--- config.mk ---
export PLATFORM = sky130hd
export DESIGN_NAME = fpa_prep
export DESIGN_NICKNAME = d
export VERILOG_FILES = /design/src/rtl/fpa_pkg.sv /design/src/rtl/fpa_prep.sv
export SDC_FILE = /design/constraint.sdc
export NUM_CORES = 2
export LEC_CHECK = 0
export BUFFER_PORTS_ARGS = -buffer_cell sky130_fd_sc_hd__clkbuf_2
export CAP_MARGIN = 10
export CELL_PAD_IN_SITES_DETAIL_PLACEMENT = 1
export CELL_PAD_IN_SITES_GLOBAL_PLACEMENT = 1
export CORE_MARGIN = 8
export CORE_UTILIZATION = 54
export CTS_BUF_LIST = sky130_fd_sc_hd__clkbuf_2 sky130_fd_sc_hd__clkbuf_4 sky130_fd_sc_hd__clkbuf_8
export DETAILED_ROUTE_END_ITERATION = 10
export PLACE_DENSITY_LB_ADDON = 0.1
export SLEW_MARGIN = 10
export SYNTH_ARGS = -nofsm -noshare
export SYNTH_HDL_FRONTEND = slang
export SYNTH_SLANG_ARGS = --single-unit
--- constraint.sdc ---
create_clock -name clk_i -period 4.5 [get_ports clk_i]
set_clock_uncertainty 0.05 [all_clocks]
set_input_delay 0.9 -clock clk_i [delete_from_list [all_inputs] [get_ports clk_i]]
set_output_delay 0.9 -clock clk_i [all_outputs]
set_load 0.01 [all_outputs]
--- src/rtl/fpa_pkg.sv ---
// Shared types and opcode codes for the fixed-point ALU.
`default_nettype none

package fpa_pkg;

  typedef enum logic [3:0] {
    OP_ADD     = 4'd0,
    OP_SUB     = 4'd1,
    OP_MUL     = 4'd2,
    OP_DIV     = 4'd3,
    OP_LT      = 4'd4,
    OP_GT      = 4'd5,
    OP_LE      = 4'd6,
    OP_GE      = 4'd7,
    OP_EQ      = 4'd8,
    OP_NE      = 4'd9,
    OP_MIN     = 4'd10,
    OP_MAX     = 4'd11,
    OP_INC     = 4'd12,
    OP_DEC     = 4'd13,
    OP_TOINT   = 4'd14,
    OP_FROMINT = 4'd15
  } op_e;

  localparam int unsigned WordW = 32;

  typedef struct packed {
    logic [3:0]              opcode;
    logic signed [WordW-1:0] operand_a;
    logic signed [WordW-1:0] operand_b;
  } in_t;

  typedef struct packed {
    logic signed [WordW-1:0] result_value;
    logic                    compare_true;
    logic                    divide_by_zero;
  } out_t;

  // Control and side data that travel along the divider stages.
  typedef struct packed {
    logic             valid;
    logic [WordW-1:0] res;
    logic             cmp;
    logic             dz;
    logic             is_div;
    logic             neg;
    logic [WordW-1:0] dvsr;
  } side_t;

endpackage

`default_nettype wire

--- src/rtl/fpa_prep.sv ---
// First stage: simple ops, multiply and divider operand setup.
`default_nettype none

module fpa_prep import fpa_pkg::*; #(
  parameter int unsigned FRAC_BITS = 8,
  parameter int unsigned DW        = WordW + FRAC_BITS
) (
  input  wire logic          clk_i,
  input  wire logic          rst_ni,
  input  wire logic          ce_i,
  input  wire logic          valid_i,
  input  wire in_t           item_i,
  output      side_t         side_o,
  output      logic [DW-1:0] dvnd_o
);

  side_t                     side_d, side_q;
  logic [DW-1:0]             dvnd_d, dvnd_q;
  logic signed [WordW-1:0]   a, b;
  logic signed [2*WordW-1:0] prod;
  logic [WordW-1:0]          mul_res, abs_a, abs_b, toint_res;

  always_comb begin
    a       = item_i.operand_a;
    b       = item_i.operand_b;
    prod    = a * b;
    mul_res = WordW'(prod >>> FRAC_BITS);
    abs_a   = a[WordW-1] ? WordW'(-a) : WordW'(a);
    abs_b   = b[WordW-1] ? WordW'(-b) : WordW'(b);
    // toint truncates toward zero; magnitude of the most negative word is 2^31
    toint_res = a[WordW-1] ? WordW'(-(abs_a >> FRAC_BITS)) : WordW'(abs_a >> FRAC_BITS);

    side_d        = '0;
    side_d.valid  = valid_i;
    side_d.dvsr   = abs_b;
    side_d.neg    = a[WordW-1] ^ b[WordW-1];
    dvnd_d        = {abs_a, {FRAC_BITS{1'b0}}};

    case (op_e'(item_i.opcode))
      OP_ADD:     side_d.res = WordW'(a + b);
      OP_SUB:     side_d.res = WordW'(a - b);
      OP_MUL:     side_d.res = mul_res;
      OP_DIV: begin
        side_d.is_div = 1'b1;
        side_d.dz     = (b == '0);
        side_d.res    = a;
      end
      OP_LT:      side_d.cmp = (a < b);
      OP_GT:      side_d.cmp = (a > b);
      OP_LE:      side_d.cmp = (a <= b);
      OP_GE:      side_d.cmp = (a >= b);
      OP_EQ:      side_d.cmp = (a == b);
      OP_NE:      side_d.cmp = (a != b);
      OP_MIN:     side_d.res = (a < b) ? a : b;
      OP_MAX:     side_d.res = (a > b) ? a : b;
      OP_INC:     side_d.res = WordW'(a + 32'sd1);
      OP_DEC:     side_d.res = WordW'(a - 32'sd1);
      OP_TOINT:   side_d.res = toint_res;
      OP_FROMINT: side_d.res = WordW'(a <<< FRAC_BITS);
      default:    side_d.res = '0;
    endcase
  end

  always_ff @(posedge clk_i or negedge rst_ni) begin
    if (!rst_ni) begin
      side_q <= '0;
    end else if (ce_i) begin
      side_q <= side_d;
    end
  end

  always_ff @(posedge clk_i) begin
    if (ce_i) begin
      dvnd_q <= dvnd_d;
    end
  end

  assign side_o = side_q;
  assign dvnd_o = dvnd_q;

endmodule

`default_nettype wire

==> results of run 1 <==
-- kinds of logic after synthesis --
group,count (synthesis),share of synthesized area
AOI/OAI and AO/OA,571,0.112
buffers and inverters,965,0.105
DFF,101,0.0772
xor gates and xnor gates,230,0.0583
and+or+nand+nor,1198,0.172
other,1,0.000108
muxes,61,0.0179
adders and majority gates,885,0.457
-- repair_timing --
| action | in CTS |
|---|---|
| setup endpoints to repair | 34 |
| setup buffers | 51 |
| hold buffers | 0 |
| hold endpoints to repair | 0 |
| resized for setup | 328 |
| cloned | 8 |
| pin swaps | 142 |
-- per-stage QoR --
step	util	cells	area [sq um]	hold WS [ns]	setup TNS, ns
detailed placement	0.666	5564	42700	0.421	-116.21
CTS	0.703	5637	45100	0.407	-90.64
global placement	0.666	5564	42700	0.414	-102.01
floorplan	-	4019	35800	0.466	-80.26
-- per-layer routing --
metal,GRT overflow,GRT usage
met1,20,0.797
met5,2,0.448
met3,42,0.711
met4,423,0.852
met2,979,0.985
==> results.md, run 1 <==
- Largest cells by area after synthesis: fa_1 (37%), ha_1 (8.7%), inv_1 (7.5%), and2_1 (6.6%), dfrtp_1 (5.0%)
- Vias in the first global route: 55,100
- EDFF count, synth: 32
- Clock Sinks: 101
- CTS Root Buffer Type: clkbuf_8
- Post-Place Worst Slack: -4.30 ns
- Syn. warnings: 0
- Unique cell type count in the Yosys netlist: 90
- DP HPWL: 158,000 um
- Synthesized area: 34,800 sq um
- Post-synth top flop: dfrtp_1
- Largest net degree at the start of global routing: 59
- Die width: 270 um
- Synthesized instance count: 4,012
- Grt total ovfl: 1,466
- Core Rows: 93
- First-pass GRT wire length: 453,000 um
- Status: stopped before the end
- Area share of the largest cell type after synthesis: 0.370
- IO Pins: 181
- Starting Density: 0.543
- Run Error: [ERROR GRT-0116] Global routing finished with congestion. Check the congestion regions in the DRC Viewer.
- Input/output buffers: 172
- Ys async rst share: 0.683
- Leading area contributor after synthesis: fa_1
- Post-synth top cells: inv_1 (696), fa_1 (644), nand2_1 (419)
- Gp weighted congestion: 1.03
- Stop stage: global routing (5_1_grt)
- Total CTS buffers: 9
- Sequential cell area fraction in the yosys report: 0.0772
- Syn Area/Cell: 8.68 sq um
- Most frequent cell after synthesis: inv_1
- H-tree level count: 3
- Max Buffers Root-to-Sink: 2
- Die Y: 270 um
- Gr usage total: 0.830
- Synth Register Bits: 101
==> run 2, diff against run 1 <==
==> config.mk (replaced) <==
export PLATFORM = sky130hd
export DESIGN_NAME = fpa_prep
export DESIGN_NICKNAME = d
export VERILOG_FILES = /design/src/rtl/fpa_pkg.sv /design/src/rtl/fpa_prep.sv
export SDC_FILE = /design/constraint.sdc
export NUM_CORES = 2
export LEC_CHECK = 0
export BUFFER_PORTS_ARGS = -buffer_cell sky130_fd_sc_hd__clkbuf_2
export CAP_MARGIN = 10
export CORE_MARGIN = 8
export CORE_UTILIZATION = 40
export DETAILED_ROUTE_END_ITERATION = 10
export PLACE_DENSITY_LB_ADDON = 0.15
export SLEW_MARGIN = 10
export SYNTH_ARGS = -nofsm -noshare
export SYNTH_HDL_FRONTEND = slang
export SYNTH_SLANG_ARGS = --single-unit
==> results.md, run 2 <==
- Core Rows: 108 (+16%)
- Post-Place Worst Slack: -3.94 ns (+0.363 ns)
- Area share of the largest cell type after synthesis: 0.370 (unchanged)
- Synthesized instance count: 4,012 (unchanged)
- EDFF count, synth: 32 (unchanged)
- CP arrival: 7.86 ns
- Avg WL per Cell: 25.3 um
- First-pass GRT wire length: 223,000 um
- Hold buffer count at CTS: 0 (unchanged)
- Slowest CP cell: fa_1
- Detailed Route Iter0 Violations: 2,778
- CTS Root Buffer Type: clkbuf_16
- Compound-gate portion of the synthesized area: 0.112 (unchanged)
- # DRC: 0
- CTS clk-pin slew, worst paths: 0.09 ns
- Ratio of cells with drive above 1 in the final layout: 0.278
- Die Y: 311 um (+15%)
- Max Slew Vio Count: 0
- Fill count: 8,118
- Busiest grt layer: met2
- Vias: 32,300
- Final min period: 7.62 ns
- Largest family of logic cells by synthesized area: adder cells
- Fin util: 0.529
- Max Clk Rate: 131 MHz
- Mux contribution to synthesized area: 0.0179 (unchanged)
- Gp weighted congestion: 1.01 (-1.7%)
- Die width: 311 um (+15%)
- Commonest non-fill, non-tap cell in the layout: buf_4
- Max reg flops: 69
- Most frequent cells in the layout: buf_4 (731), inv_1 (665), fa_1 (612), nand2_1 (410), and2_1 (352)
- Unique cell type count in the Yosys netlist: 90 (unchanged)
- Largest net degree at the start of global routing: 70
- CTS tree: done
- Input/output buffers: 172 (unchanged)
- CP Class: in2reg
- Met1 Use GR: 0.399
- Met3 Track Usage GR: 0.0613
- Final worst slack: -3.12 ns
- Worst Path Max Fanout: 5
- CP bufs+invs: 8
- IO Pins: 181 (unchanged)
- Met2 usage: 0.499
- Post-synth top cells: inv_1 (696), fa_1 (644), nand2_1 (419)
- Syn. warnings: 0 (unchanged)
- Sequential cell area fraction in the yosys report: 0.0772 (unchanged)
- Starting Density: 0.403 (-0.140)
- Cell mode on critical path: fa_1
- Largest cells by area after synthesis: fa_1 (37%), ha_1 (8.7%), inv_1 (7.5%), and2_1 (6.6%), dfrtp_1 (5.0%)
- Post-synthesis xor/xnor area fraction: 0.0583 (unchanged)
- Most frequent cell after synthesis: inv_1
- Hold WC Path Type: reg2reg
- Core area: 86,500 sq um
- Final setup fails: 32
- Leading area contributor after synthesis: fa_1
- Total Wirelength: 151,000 um
- Grt total ovfl: 0
- Final Hold Violating Endpoints: 0
- Syn Area/Cell: 8.68 sq um (unchanged)
- DIE AREA: 96,700 sq um
- Final Cycle Share: 1.69
- Synth Register Bits: 101 (unchanged)
- Initial antenna violation count: 17
- Final-stage net count: 5,743
- Slowest Stage Delay on Critical Path: 0.54 ns
- Max Cap Viol: 0
- Largest delay contributor family on the critical path: adder cells
- Synthesized area: 34,800 sq um (unchanged)
- Total CTS buffers: 9 (unchanged)
- Synthesis-to-finish area growth: 31.3%
- Post-synth top flop: dfrtp_1
- DRT antenna net count: 0
- Drt first pass iters: 10
- Max Buffers Root-to-Sink: 2 (unchanged)
- Clock Sinks: 101 (unchanged)
- Post-Synth Adder-Cell Area: 0.457 (unchanged)
- Rel. slew slack: 0.267
- Crit path launch type: input pin
- Vias in the first global route: 33,600
- Clk_lat worst skew: 0.40 ns
- Ys async rst share: 0.683 (unchanged)
- Failing checks: negative setup slack
- RSZ-0062 raised after global routing: yes
- Simple-gate area share of the yosys netlist: 0.172 (unchanged)
- CP Capture Type: flip-flop
- TNS Setup: -83.02 ns
- Status: finished, violations left
- Vias per inst: 5.42
- DP HPWL: 124,000 um (-22%)
- H-tree level count: 3 (unchanged)
- Slew @ Worst Pin: 1.10 ns
- CP required: 4.74 ns
- Gr usage total: 0.306
## run 2: worst paths after layout
kind	startpoint	endpoint	slack, ns	depth (start not counted)
worst max-delay path	item_i[5]	side_o[66]$_DFFE_PN0P_	-3.12	26
worst min-delay path	side_o[35]$_DFFE_PN0P_	side_o[35]$_DFFE_PN0P_	0.45	1
worst max register to register	side_o[65]$_DFFE_PN0P_	side_o[65]$_DFFE_PN0P_	2.60	6
worst min register to register	side_o[35]$_DFFE_PN0P_	side_o[35]$_DFFE_PN0P_	0.45	1
max in group asynchronous	rst_ni	side_o[34]$_DFFE_PN0P_	3.03	1
min in group asynchronous	rst_ni	side_o[30]$_DFFE_PN0P_	0.63	1
## run 2: through the flow
stage                     hold slack [ns]  cells  instance area, sq um
after floorplan                     0.466   4019                 35800
after global placement              0.415   5883                 43200
after detailed placement            0.428   5883                 43200
after CTS                           0.454   5933                 44900
after global routing                0.478   5954                 45700
final                               0.447   5959                 45700
## run 2: kinds of logic after synthesis
group,count (synthesis)
other,1
AOI/OAI and AO/OA,571
muxes,61
xor gates and xnor gates,230
buffers and inverters,965
and+or+nand+nor,1198
DFF,101
adders and majority gates,885
## run 2: timing repair
item | in CTS | in global routing
resized for setup | 179 | 145
pin swaps | 89 | 63
buffers inserted | 28 | 11
setup endpoints to repair | 34 | 34
gates cloned | 7 | 2
## run 2: routing by layer
layer | wire length, um | share of wire | vias to the layer above
li1 | - | - | 14200
met1 | 60600 | 0.40 | 16400
met2 | 69500 | 0.46 | 1412
met3 | 12500 | 0.083 | 305
met4 | 7900 | 0.052 | 2
met5 | 9 | 0.000060 | -
## run 2: cell type report
class                   count  area (sq um)  share of cell area
diodes                     13          32.5            0.000712
clock buffers               9           225             0.00493
inverters                 711          2690              0.0587
multi-input cells        2953         30100               0.658
clock inverters             7          78.8             0.00172
well taps                1155          1450              0.0316
repair buffers           1010          8500               0.186
flip-flops and latches    101          2690              0.0588
Power of run 2 is not shown: default switching activity piles up to over one toggle a cycle in this logic, so the estimate is an artifact.
