--- config.mk ---
export PLATFORM = sky130hd
export DESIGN_NAME = fpa_div_stage
export DESIGN_NICKNAME = d
export VERILOG_FILES = /design/src/rtl/fpa_pkg.sv /design/src/rtl/fpa_div_stage.sv
export SDC_FILE = /design/constraint.sdc
export NUM_CORES = 1
export LEC_CHECK = 0
export ABC_AREA = 1
export ABC_CLOCK_PERIOD_IN_PS = 1300
export BUFFER_PORTS_ARGS = -buffer_cell sky130_fd_sc_hd__buf_4
export CAP_MARGIN = 20
export CORE_ASPECT_RATIO = 1.2
export CORE_MARGIN = 1
export CORE_UTILIZATION = 52
export CTS_BUF_LIST = sky130_fd_sc_hd__clkbuf_4
export CTS_CLUSTER_DIAMETER = 150
export DETAILED_ROUTE_END_ITERATION = 10
export PLACE_DENSITY = 0.81
export SLEW_MARGIN = 30
export SYNTH_ARGS = -nofsm -noshare
export SYNTH_HDL_FRONTEND = slang
export SYNTH_SLANG_ARGS = --single-unit
--- constraint.sdc ---
create_clock -name clk_i -period 1.3 [get_ports clk_i]
set_clock_uncertainty 0.2 [all_clocks]
set_input_delay 0.26 -clock clk_i [delete_from_list [all_inputs] [get_ports clk_i]]
set_output_delay 0.26 -clock clk_i [all_outputs]
set_load 0.01 [all_outputs]
--- src/rtl/fpa_pkg.sv ---
// Shared types and opcode codes for the fixed-point ALU.
`default_nettype none

package fpa_pkg;

  typedef enum logic [3:0] {
    OP_ADD     = 4'd0,
    OP_SUB     = 4'd1,
    OP_MUL     = 4'd2,
    OP_DIV     = 4'd3,
    OP_LT      = 4'd4,
    OP_GT      = 4'd5,
    OP_LE      = 4'd6,
    OP_GE      = 4'd7,
    OP_EQ      = 4'd8,
    OP_NE      = 4'd9,
    OP_MIN     = 4'd10,
    OP_MAX     = 4'd11,
    OP_INC     = 4'd12,
    OP_DEC     = 4'd13,
    OP_TOINT   = 4'd14,
    OP_FROMINT = 4'd15
  } op_e;

  localparam int unsigned WordW = 32;

  typedef struct packed {
    logic [3:0]              opcode;
    logic signed [WordW-1:0] operand_a;
    logic signed [WordW-1:0] operand_b;
  } in_t;

  typedef struct packed {
    logic signed [WordW-1:0] result_value;
    logic                    compare_true;
    logic                    divide_by_zero;
  } out_t;

  // Control and side data that travel along the divider stages.
  typedef struct packed {
    logic             valid;
    logic [WordW-1:0] res;
    logic             cmp;
    logic             dz;
    logic             is_div;
    logic             neg;
    logic [WordW-1:0] dvsr;
  } side_t;

endpackage

`default_nettype wire

--- src/rtl/fpa_div_stage.sv ---
// One restoring-division stage: produces one quotient bit per item.
`default_nettype none

module fpa_div_stage import fpa_pkg::*; #(
  parameter int unsigned DW = 40
) (
  input  wire logic             clk_i,
  input  wire logic             rst_ni,
  input  wire logic             ce_i,
  input  wire side_t            side_i,
  input  wire logic [WordW-1:0] rem_i,
  input  wire logic [DW-1:0]    dq_i,
  output      side_t            side_o,
  output      logic [WordW-1:0] rem_o,
  output      logic [DW-1:0]    dq_o
);

  side_t            side_q;
  logic [WordW-1:0] rem_d, rem_q;
  logic [DW-1:0]    dq_d, dq_q;
  logic [WordW:0]   trial, diff;
  logic             take;

  always_comb begin
    trial = {rem_i, dq_i[DW-1]};
    diff  = trial - {1'b0, side_i.dvsr};
    take  = (trial >= {1'b0, side_i.dvsr});
    rem_d = take ? diff[WordW-1:0] : trial[WordW-1:0];
    // shift the next dividend bit out, the quotient bit in
    dq_d  = {dq_i[DW-2:0], take};
  end

  always_ff @(posedge clk_i or negedge rst_ni) begin
    if (!rst_ni) begin
      side_q <= '0;
    end else if (ce_i) begin
      side_q <= side_i;
    end
  end

  always_ff @(posedge clk_i) begin
    if (ce_i) begin
      rem_q <= rem_d;
      dq_q  <= dq_d;
    end
  end

  assign side_o = side_q;
  assign rem_o  = rem_q;
  assign dq_o   = dq_q;

endmodule

`default_nettype wire

==> results.py, run 1 <==
metrics = {
    "outcome": {
        "outcome": "did not finish",
        "stop_stage": "4_1_cts",
        "tool.error": "[ERROR DPL-0033] detailed placement checks failed during check placement.",
    },
    "yosys": {
        "syn_area_um2": 7838,
        "synthDistinctLibCells": 33,
        "avgSynthCellArea_um2": 8.651,
        "synth_compound_area_share_pct": 3.736,
        "synthMuxAreaShare_pct": 5.460,
        "ys_ff_latch": 141,
        "ys_seq_area_share_pct": 49.62,
        "synth_top_family_by_area": "simple AND/OR/NAND/NOR gates",
        "synth_simple_gate_area_share_pct": 25.37,
        "synthCells": 906,
        "synth_fa_ha_area_share_pct": 5.364,
        "synth-warning-count": 0,
        "syn_nets": 1083,
        "synth-xor-area-share_pct": 1.564,
    },
    "die": {
        "ioPinCount": 285,
        "floorplan.initialDensity_pct": 53.93,
        "die_h_um": 136.5,
        "rows": 48,
        "die_x_um": 114.1,
    },
    "clocking": {
        "htreeDepth": 4,
        "numCtsBuffers": 17,
        "cts_buffer_depth": 2,
        "cts.sinks": 141,
        "root_buffer": "clkbuf_4",
        "cts_resized": 224,
        "ctsHoldBuffers": 143,
        "post_cts_buffers": 32,
    },
    "place": {
        "dp_cells": 1489,
        "port_buffers": 284,
        "globalplace.congestion": 0.9626,
        "hpwlAfterDp_um": 19310,
    },
}
[logic make-up after synthesis]
group,count (synthesis)
compound gates,57
xor+xnor,14
fa+ha+maj,33
buf+inv,173
flops,141
mux,38
simple gates,450
[synth_stat cells (all sizes together)]
master / instances / area [µm²]
a21o: 1 / 7.510
a21oi: 52 / 260.3
and2: 8 / 50.05
buf: 15 / 103.9
clkbuf: 6 / 22.52
dfrtp: 69 / 1727
edfxtp: 72 / 2162
fa: 1 / 20.02
ha: 32 / 400.4
inv: 152 / 570.5
mux2: 38 / 427.9
nand2: 280 / 1082
nand3: 70 / 430.4
nand3b: 9 / 67.56
nand4: 4 / 25.02
nor2: 70 / 277.8
nor3: 9 / 55.05
o21ai: 2 / 10.01
o21bai: 2 / 15.01
xnor2: 1 / 8.760
xor2: 13 / 113.9
[stage by stage]
stage | setup TNS, ps | setup slack [ps] | cell area [µm²] | hold slack [ps]
2_1_floorplan | -21640 | -666.4 | 8265 | -235.6
3_5_place_dp | -36080 | -1129 | 11500 | 93.84
3_3_place_gp | -34650 | -1072 | 11500 | 91.01
==> run 2, diff against run 1 <==
--- a/config.mk
+++ b/config.mk
@@ -9,13 +9,10 @@
 export ABC_CLOCK_PERIOD_IN_PS = 1300
 export BUFFER_PORTS_ARGS = -buffer_cell sky130_fd_sc_hd__buf_4
 export CAP_MARGIN = 20
-export CORE_ASPECT_RATIO = 1.2
 export CORE_MARGIN = 1
-export CORE_UTILIZATION = 52
-export CTS_BUF_LIST = sky130_fd_sc_hd__clkbuf_4
-export CTS_CLUSTER_DIAMETER = 150
+export CORE_UTILIZATION = 40
 export DETAILED_ROUTE_END_ITERATION = 10
-export PLACE_DENSITY = 0.81
+export PLACE_DENSITY_LB_ADDON = 0.15
 export SLEW_MARGIN = 30
 export SYNTH_ARGS = -nofsm -noshare
 export SYNTH_HDL_FRONTEND = slang
==> run 2 against run 1 <==
Compared with the run above:
- synthesized cell count stayed put
- synthesized area unchanged
- the flow now finishes, with violations (negative hold slack, negative setup slack)
==> results.py, run 2 <==
metrics = {
    "outcome": {
        "outcome": "finished, violations left",
        "violations": "negative hold slack, negative setup slack",
    },
    "place": {
        "placed_cell_area_um2": 11630,
        "pre_cts_ws_ps": -1086,
        "port_buffers": 284,
        "hpwlAfterDp_um": 18560,
        "globalplace.congestion": 0.9021,
        "dp_cells": 1552,
    },
    "die": {
        "floorplan.initialDensity_pct": 41.35,
        "ioPinCount": 285,
        "die_x_um": 142.0,
        "rows": 50,
        "die_h_um": 142.0,
        "core_um2": 18960,
        "fp.dieArea_um2": 20160,
    },
    "routing": {
        "drt_iter0_drc": 346,
        "drt_pass1_iterations": 5,
        "drt-total-wl_um": 29050,
        "via_per_inst": 4.729,
        "wl_per_cell_um": 16.35,
        "drc": 0,
        "ant_nets": 0,
        "num_vias": 8404,
    },
    "timing": {
        "max_slew_margin_pct": 81.90,
        "setup_viol": 174,
        "finalHoldViolations": 2,
        "slew_viol_final": 0,
        "fmax_ghz": 0.5376,
        "setup_slack_ps": -560.0,
        "period_share_pct": 143.1,
        "tns_ps": -34160,
        "rsz0062_at_grt": "true",
        "fin_hold_ws_ps": -1.940,
        "worstMarginPinSlew_ps": 271.5,
        "post-route-min-period_ps": 1860,
    },
    "worst_setup_path": {
        "r2r_setup_slack_ps": 150,
        "r2r-start": "side_o[17]",
        "critPathLaunch": "side_i[30]",
        "cp_data_required_time_ps": 1280,
        "cp.arrival_ps": 1840,
        "crit_fanout": 7,
        "endpoint": "rem_o[28]",
        "reg2reg_depth": 4,
        "endpoint_kind": "register",
        "critPathKind": "input pin to register",
        "r2r_end": "side_o[17]",
        "startpoint_type": "input pin",
    },
    "yosys": {
        "synthTopCellsByCount": "275 x nand2_1, 151 x inv_1, 72 x edfxtp_1, 69 x dfrtp_1, 66 x nor2_1",
        "yosysTopAreaCellShare_pct": 27.59,
        "synthDistinctLibCells": 33,
        "async_reset_ff_share_pct": 48.94,
        "syn_nets": 1083,
        "ys_ff_latch": 141,
        "synthFlopType": "edfxtp_1",
        "avgSynthCellArea_um2": 8.651,
        "synth-warning-count": 0,
        "synth-edff-count": 72,
        "yosysMostFrequentCell": "nand2_1",
        "synthCells": 906,
        "ys_seq_area_share_pct": 49.62,
        "yosys.area.top_type": "edfxtp_1",
        "synth_area_leaders": "edfxtp_1 28%, dfrtp_1 22%, nand2_1 13%",
        "syn_area_um2": 7838,
    },
    "clocking": {
        "cts_buffer_depth": 2,
        "root_buffer": "clkbuf_16",
        "cts.sinks": 141,
        "htreeDepth": 4,
        "cts_tree": "yes",
        "clkLatencyLatePin_ps": 430,
        "clkTransAtPathRegs_ps": 70,
        "numCtsBuffers": 17,
    },
    "finish": {
        "layout_common_cells": "305 x buf_4, 216 x nand2_1, 145 x buf_6",
        "drive_gt1_share_pct": 48.25,
        "area_growth_pct": 94.20,
        "stdcell_count": 1777,
        "final_common_cell": "buf_4",
        "design_area_um2": 15220,
        "fill_cells": 1183,
        "diodes": 0,
        "nNetsFinal": 1681,
        "largest_reg_flops": 69,
    },
    "grt": {
        "grt_use_total_pct": 27.87,
        "grt.overflow.total": 0,
        "grt_pass1_vias": 8534,
        "antenna_found_initial": 0,
        "grt_start_max_net_pins": 45,
        "grt_first_pass_wirelength_um": 43020,
    },
    "run": {
        "maxCapViolCount": 0,
    },
    "min_path": {
        "min_path_type": "input pin to asynchronous set/reset pin",
    },
    "power": {
        "p_per_area_nw_per_um2": 1037,
        "ir_drop_v": 0.0009985,
        "leakage_nw": 7.454,
    },
}
## run 2: kinds of logic after synthesis
| logic type | count (synthesis) | share of synthesized area (%) |
|---|---|---|
| adder cells (fa/ha/maj) | 33 | 5.364 |
| flip-flops | 141 | 49.62 |
| XOR/XNOR | 14 | 1.565 |
| multiplexers | 38 | 5.460 |
| buffers and inverters | 173 | 8.892 |
| AO/OA/AOI/OAI | 57 | 3.736 |
| AND/OR/NAND/NOR | 450 | 25.37 |
## run 2: what timing repair did
item / CTS / global route
gates cloned: 2 / 2
hold endpoints to repair: 198 / 0
buffers inserted: 36 / 25
pin swaps: 31 / 27
hold buffers: 131 / 0
setup endpoints to repair: 174 / 181
gates resized for setup: 210 / 105
## run 2: metrics by stage
stage	hold slack, ps	power, mW	util [%]
4_1_cts	6.131	15.34	77.04
3_3_place_gp	-83.63	9.263	61.36
5_1_grt	18.04	16.48	80.30
2_1_floorplan	-235.6	7.284	-
6_report	-1.940	15.79	80.30
3_5_place_dp	-83.16	9.336	61.36
## run 2: per-layer routing
layer | wire, µm | GRT usage, %
met5 | 0 | 0
met4 | 828 | 10.24
met3 | 1827 | 6.359
met2 | 14950 | 50.58
met1 | 11440 | 31.91
## run 2: critical path, cell delays in order
cell	delay, ps
buf_8	100
inv_4	50
ha_4	200
a21o_1	170
nand2_1	80
nand2_2	60
a21oi_4	120
nand2_2	80
nor2_4	170
buf_12	130
nand2_8	110
clkbuf_16	190
nand3_2	50
nand2_1	60
## run 2: cell type report
| type | instances | area [µm²] | area share, % |
|---|---|---|---|
| clock buffer | 18 | 450.4 | 2.959 |
| clock inverter | 14 | 168.9 | 1.110 |
| inverter | 152 | 591.8 | 3.888 |
| multi-input combinational | 592 | 4156 | 27.31 |
| sequential | 141 | 3889 | 25.55 |
| tap | 260 | 325.3 | 2.137 |
| timing repair buffer | 600 | 5639 | 37.05 |
## run 2: worst min path at each step
stage	startpoint	end	slack, ps
floorplan	rst_ni	side_o[0]	-240
detailed placement	rst_ni	side_o[3]	-80
finish	rst_ni	side_o[29]	-2
global placement	rst_ni	side_o[3]	-80
CTS	side_i[16]	side_o[16]	6
global route	rst_ni	side_o[29]	20
## run 2: report_power, final
group          internal, mW  switching (mW)  total (mW)
registers              5.24           0.280        5.52
clock network          2.71            2.38        5.09
logic                  2.88            2.30        5.18
(Power assumes the default switching activity.)
==> run 3, diff against run 2 <==
--- a/config.mk
+++ b/config.mk
@@ -10,7 +10,7 @@
 export BUFFER_PORTS_ARGS = -buffer_cell sky130_fd_sc_hd__buf_4
 export CAP_MARGIN = 20
 export CORE_MARGIN = 1
-export CORE_UTILIZATION = 40
+export CORE_UTILIZATION = 50
 export DETAILED_ROUTE_END_ITERATION = 10
 export PLACE_DENSITY_LB_ADDON = 0.15
 export SLEW_MARGIN = 30
==> run 3 against run 2 <==
Compared with the run above:
- the run now fails in 4_1_cts
- synthesized area unchanged
- synthesized cell count is the same
==> results.py, run 3 <==
metrics = {
    "yosys": {
        "yosysMostFrequentCell": "nand2_1",
        "synth-edff-count": 72,
        "syn_nets": 1083,
        "async_reset_ff_share_pct": 48.94,
        "synth_top_family_by_area": "simple AND/OR/NAND/NOR gates",
        "synth_simple_gate_area_share_pct": 25.37,
        "synthCells": 906,
        "synth-xor-area-share_pct": 1.564,
        "synth_area_leaders": "edfxtp_1 28%, dfrtp_1 22%, nand2_1 13%",
        "synth-warning-count": 0,
        "synthFlopType": "edfxtp_1",
        "avgSynthCellArea_um2": 8.651,
        "ys_ff_latch": 141,
        "synthTopCellsByCount": "275 x nand2_1, 151 x inv_1, 72 x edfxtp_1, 69 x dfrtp_1, 66 x nor2_1",
        "synth_compound_area_share_pct": 3.736,
        "synthDistinctLibCells": 33,
        "synth_fa_ha_area_share_pct": 5.364,
        "synthMuxAreaShare_pct": 5.460,
        "syn_area_um2": 7838,
        "ys_seq_area_share_pct": 49.62,
        "yosysTopAreaCellShare_pct": 27.59,
        "yosys.area.top_type": "edfxtp_1",
    },
    "clocking": {
        "cts_buffer_depth": 2,
        "cts.sinks": 141,
        "root_buffer": "clkbuf_16",
        "cts_resized": 269,
        "numCtsBuffers": 17,
        "post_cts_buffers": 57,
        "htreeDepth": 4,
        "ctsHoldBuffers": 130,
    },
    "die": {
        "rows": 45,
        "die_x_um": 127.2,
        "die_h_um": 127.2,
        "ioPinCount": 285,
        "floorplan.initialDensity_pct": 51.37,
    },
    "place": {
        "globalplace.congestion": 0.9439,
        "hpwlAfterDp_um": 17900,
        "port_buffers": 284,
    },
    "outcome": {
        "outcome": "did not finish",
        "tool.error": "[ERROR DPL-0033] detailed placement checks failed during check placement.",
        "stop_stage": "4_1_cts",
    },
}
==> run 3: cell counts after synthesis <==
Identical to the previous run, type by type.
==> run 3: kinds of logic after synthesis <==
kind of cell | count (synthesis)
simple gates | 450
buf+inv | 173
flops | 141
compound gates | 57
mux | 38
fa+ha+maj | 33
xor+xnor | 14
==> run 3: through the flow <==
step / worst slack [ps] / area, µm² / utilization, % / std cells / TNS, ps
3_3_place_gp: -1081 / 11500 / 75.37 / 1497 / -34280
3_5_place_dp: -1100 / 11500 / 75.37 / 1497 / -34660
2_1_floorplan: -666.4 / 8265 / - / 906 / -21640
